`src/hw/rtl/vbdda_pkg.sv`:
```
// ============================================================================
// vbdda_pkg: shared types and constants for the voxel brick DDA traversal
// Holds the brick geometry, the fixed-point constants, the action codes, the
// controller states and the command and status structs.
// ============================================================================
package vbdda_pkg;

    localparam int BRICK_SIDE  = 8;
    localparam int CELL_W      = $clog2(BRICK_SIDE);
    localparam int VOX_COUNT   = BRICK_SIDE * BRICK_SIDE * BRICK_SIDE;
    localparam int ADDR_W      = $clog2(VOX_COUNT);
    localparam int STEP_LIMIT  = 256;
    localparam int STEP_W      = 9;
    localparam int TMAX_W      = 52;
    localparam logic [7:0]  SHADOW_SOLID_MIN = 8'd16;
    localparam logic [15:0] ABSORB_THRESHOLD = 16'd55705;

    typedef enum logic [1:0] {
        ACT_LOAD   = 2'd0,
        ACT_TRACE  = 2'd1,
        ACT_SHADOW = 2'd2,
        ACT_UNUSED = 2'd3
    } action_t;

    typedef enum logic [2:0] {
        ST_IDLE,
        ST_SETUP,
        ST_READ,
        ST_TEST,
        ST_STEP,
        ST_DONE
    } state_t;

    typedef struct packed {
        logic load_item;
        logic setup;
        logic read_voxel;
        logic test_voxel;
        logic step;
        logic finish;
    } cmd_t;

    typedef struct packed {
        logic budget_done;
        logic stop;
        logic exited_brick;
    } status_t;

endpackage

```
`src/hw/rtl/vbdda_ctrl.sv`:
```
// ============================================================================
// vbdda_ctrl: traversal controller
// Sequences load, setup, and the read, test and step phases of each DDA step.
// ============================================================================
module vbdda_ctrl (
    input  logic                aclk,
    input  logic                aresetn,
    input  logic                s_fire,
    input  vbdda_pkg::action_t  s_action,
    input  logic                m_free,
    input  vbdda_pkg::status_t  status,
    output vbdda_pkg::cmd_t     cmd,
    output logic                s_ready
);
    import vbdda_pkg::*;

    state_t state_reg, state_next;

    always_ff @(posedge aclk) begin
        if (!aresetn) begin
            state_reg <= ST_IDLE;
        end else begin
            state_reg <= state_next;
        end
    end

    always_comb begin
        state_next = state_reg;
        unique case (state_reg)
            ST_IDLE: begin
                if (s_fire && (s_action == ACT_TRACE || s_action == ACT_SHADOW)) begin
                    state_next = ST_SETUP;
                end
            end
            ST_SETUP: state_next = ST_READ;
            ST_READ: begin
                if (status.budget_done) begin
                    state_next = ST_DONE;
                end else begin
                    state_next = ST_TEST;
                end
            end
            ST_TEST: begin
                if (status.stop) begin
                    state_next = ST_DONE;
                end else begin
                    state_next = ST_STEP;
                end
            end
            ST_STEP: begin
                if (status.exited_brick) begin
                    state_next = ST_DONE;
                end else begin
                    state_next = ST_READ;
                end
            end
            ST_DONE: begin
                if (m_free) begin
                    state_next = ST_IDLE;
                end
            end
            default: state_next = ST_IDLE;
        endcase
    end

    always_comb begin
        cmd = '0;
        s_ready = 1'b0;
        unique case (state_reg)
            ST_IDLE: begin
                s_ready = 1'b1;
                cmd.load_item = s_fire && (s_action == ACT_LOAD);
                cmd.setup = s_fire;
            end
            ST_READ: cmd.read_voxel = 1'b1;
            ST_TEST: cmd.test_voxel = 1'b1;
            ST_STEP: cmd.step = 1'b1;
            ST_DONE: cmd.finish = m_free;
            default: ;
        endcase
    end
endmodule

```
`config.mk`:
```
export PLATFORM = sky130hd
export DESIGN_NAME = vbdda_ctrl
export DESIGN_NICKNAME = d
export VERILOG_FILES = /design/src/hw/rtl/vbdda_pkg.sv /design/src/hw/rtl/vbdda_ctrl.sv
export SDC_FILE = /design/constraint.sdc
export NUM_CORES = 1
export LEC_CHECK = 0
export BUFFER_PORTS_ARGS = -buffer_cell sky130_fd_sc_hd__buf_4
export CORE_AREA = 2 2 39 41
export DETAILED_ROUTE_END_ITERATION = 10
export DIE_AREA = 0 0 41 43
export GPL_ROUTABILITY_DRIVEN = 0
export PLACE_DENSITY = 0.45
export SLEW_MARGIN = 25
export SYNTH_ARGS = -nofsm -noshare
export SYNTH_HDL_FRONTEND = slang
export SYNTH_SLANG_ARGS = --single-unit
```
`constraint.sdc`:
```
create_clock -name aclk -period 1.2 [get_ports aclk]
set_input_delay 0.12 -clock aclk [delete_from_list [all_inputs] [get_ports aclk]]
set_output_delay 0.12 -clock aclk [all_outputs]
set_load 0.01 [all_outputs]
```
# Word level (Yosys, flattened, before mapping)
# Index checks and enable logic that the tools add are counted.
[word_totals]
reg_bits = 3
elab_cells = 28
inputBits = 9
output_inout_bits = 7
[classes]
n_eq_ne = 9
reduce_logical = 6
muxes = 12
[ops]
columns = ["op", "count"]
rows = [
  ["$pmux 3 s6", 1],
  ["$mux 3", 4],
  ["$eq 3x2->1 const B", 2],
  ["$eq 3x3->1 const B", 2],
  ["$mux 1", 6],
  ["$ne 2x2->1 const B", 2],
  ["$eq 3x1->1 const B", 1],
  ["$logic_not 3->1", 1],
  ["$eq 2x1->1 const B", 1],
  ["$eq 2x2->1 const B", 1],
  ["$logic_and 1x1->1", 2],
  ["$logic_not 2->1", 1],
  ["$mux 2", 1],
  ["$reduce_and 2->1", 1],
  ["$logic_or 1x1->1", 1],
]

# Longest topological paths before layout
[logic_depth]
ltp_word = 5
ltp_mapped = 5
ltp_nobuf = 4

# Least setup slack after synthesis
# OpenSTA, ideal clock, no wires.
[synth_path]
path_type = "register to output"
start = "register state_reg[0]"
end = "output port cmd[5] in the netlist's numbering"
path_slack_ns = -0.025
path_stages_with_launch = 4
t_required_ns = 1.080
arrival_time_ns = 1.105
cell_sequence = "dfxtp_1 -> buf_4 -> nor3_1 -> and3_2"
[synth_rtl]
columns = ["item", "line_no", "text"]
rows = [
  ["start: declaration", "vbdda_ctrl.sv:17", "state_t state_reg, state_next;"],
  ["start signal: assignment", "vbdda_ctrl.sv:23", "state_reg <= state_next;"],
  ["end: declaration", "vbdda_ctrl.sv:12", "output vbdda_pkg::cmd_t cmd,"],
]

==> reports/results.ini <==
[clock_tree]
cts_tree=built
h-tree-depth=1
cts.sinks=3
cts_buffer_depth=2
clkTransAtPathRegs_ns=0.04
cts_root_buf=clkbuf_4
clock_latency_ns=0.24
numCtsBuffers=3

[critical_path]
path_class=register to output pin
cp_slowest_stage_delay_ns=0.33
arrival_ns=1.16
critPathRequiredTime_ns=1.08
crit_path_end_kind=output pin
cp_slowest_cell=dfxtp_2
crit_fanout=5
path_cells=buf_6 -> nor3_4 -> and3_4 -> buf_6
cp_common_cell=buf_6
cp-start-kind=register

[cells_and_area]
areaGrowthSynthToFinish_pct=93.8
fin_area_um2=587
layout.area.seq_um2=66.3
multi_input_area_um2=249
fin_nets=74
fillCellCount=153
largest_reg_flops=3
diodes=0
drive_above_1_share_pct=66.7
fin_util_pct=42.4

[drt]
ant_nets=0
drc=0
wl_per_cell_um=10.5
initialDrtViolationCount=2
wl_um=831
vias=337
firstDrtPassIters=2
viasPerCell=4.27

[yosys]
synthArstFlopShare_pct=0
ys_ff_latch=3
ys.flop_type=dfxtp_1
netlist_instances=37
synth_area_leader_cell=dfxtp_1
synth.distinct_cells=26
synth.cell_area_um2=303
ys_warn_count=0
synthTopCellsByArea=dfxtp_1 (20%), nand2b_4 (9.1%), buf_4 (5.0%)
synth-edff-count=0
synth_top_area_share_pct=19.8
ys_seq_area_share_pct=19.8
syn_nets=47
yosys-top-cells-count=dfxtp_1 (3), nor2_1 (3)
synth.avg_cell_area_um2=8.18

[power]
combPwrFrac_pct=60.2
p_int_w=0.000602
p_seq_share_pct=19.7
clkPwrFrac_pct=20.0
p_leak_nw=0.268
power.density_mw_per_mm2=1570
peakVddDrop_uv=698
sw_frac_of_total_pct=34.7
p_switching_w=0.000320

[sta]
grt_setup_unrepaired=yes
setup_violations=5
fin_crit_ns=1.28
fmax_mhz=782
finalWorstSetupSlack_ns=-0.0783
setup_tns_ns=-0.189
hold_viol=0
period_share_pct=107
slew_headroom_pct=74.9
slew_violations=0
tightest_slew_ns=0.367
fin_skew_ns=0.00302

[floorplanning]
pin_count=16
die_x_um=41
row_count=14
die_y_um=43
start_util_pct=21.9
core_mm2=0.00138
dieArea_mm2=0.00176

[job]
cap_violations=0

[placed_design]
io_buffers=15
hpwl_um=616
place_area_um2=474

[global_route]
antenna_found_initial=0
grt_start_max_net_pins=10
grt_pass1_vias=300
grt_pass1_wl_mm=1.18
grt.overflow.total=0
grt_usage_pct=10.2

[outcome]
run_status=complete, but fails checks
failed_checks=negative setup slack

[min_path]
hold_class=input port to register

[layer usage]
metal	share of wire (%)	wire length (um)	vias up	global-route usage, %
met3	8.3	69	0	6.28
met1	41	343	143	12.9
met5	0	0	-	0
met2	50	419	15	14.4
met4	0	0	0	2.00
li1	-	-	179	-
[cells by family after synthesis]
family / Yosys count / share of synthesized area, %
simple gates: 19 / 43.4
compound gates: 8 / 18.2
buf+inv: 5 / 11.2
flops: 3 / 19.8
mux: 1 / 3.31
fa+ha+maj: 1 / 4.13
[area by class of cell]
class                           count  share of cell area (%)
Tap cell                           16                    3.41
Timing Repair Buffer               25                    37.1
Clock buffer                        4                    4.48
Multi-Input combinational cell     29                    42.4
Inverter                            2                    1.28
Sequential cell                     3                    11.3
[metrics by stage]
step / power (W) / std cells / worst slack, ns / hold slack (ns)
2_1_floorplan: 0.000422 / 37 / 0.103 / 0.248
3_3_place_gp: 0.000606 / 73 / 0.0520 / 0.369
3_5_place_dp: 0.000603 / 73 / 0.0152 / 0.370
4_1_cts: 0.000895 / 80 / -0.0715 / 0.121
5_1_grt: 0.000998 / 79 / -0.156 / 0.133
6_report: 0.000922 / 79 / -0.0783 / 0.127
[what timing repair did]
item / CTS / global route
hold buffers: 0 / 0
endpoints found under the setup margin: 7 / 7
cloned: 0 / 0
pin swaps: 5 / 5
setup buffers: 4 / 0
gates resized for setup: 11 / 9
[power groups by stage]
| stage | sequential (W) | clock (W) | combinational, W |
|---|---|---|---|
| after floorplan | 0.000136 | 0 | 0.000286 |
| after global placement | 0.000172 | 0 | 0.000434 |
| after detailed placement | 0.000167 | 0 | 0.000435 |
| after CTS | 0.000177 | 0.000193 | 0.000525 |
| after global routing | 0.000189 | 0.000207 | 0.000602 |
| final | 0.000182 | 0.000185 | 0.000555 |
[critical path, delay by kind of cell, from the launching register on]
kind,cells,cell delay (ns)
and+or+nand+nor,2,0.37
DFF,1,0.33
buffers and inverters,2,0.22
[cell usage in the layout, fill, tap and decap left out, drive strengths merged]
| cell type | n |
|---|---|
| o21ai | 2 |
| nor2b | 3 |
| a2111oi | 1 |
| ha | 1 |
| and2 | 2 |
| o31ai | 1 |
| nand4b | 1 |
| clkbuf | 4 |
| buf | 25 |
| o22ai | 1 |
| nor3 | 2 |
| dfxtp | 3 |
| nor2 | 3 |
| and3 | 2 |
| nand2b | 3 |
| and2b | 1 |
| a221oi | 1 |
| mux2i | 1 |
| a21oi | 2 |
| nand2 | 2 |
| inv | 2 |
[worst paths after layout]
kind	cells after the start	slack, ns	startpoint	endpoint
worst max-delay path	4	-0.08	state_reg[2]$_SDFFE_PN0P_	cmd[5]
worst min-delay path	2	0.13	aresetn	state_reg[1]$_SDFFE_PN0P_
worst max register to register	5	0.05	state_reg[2]$_SDFFE_PN0P_	state_reg[2]$_SDFFE_PN0P_
worst min register to register	2	0.61	state_reg[0]$_SDFFE_PN0P_	state_reg[0]$_SDFFE_PN0P_
Note: power is estimated with default switching activity, not from simulation.
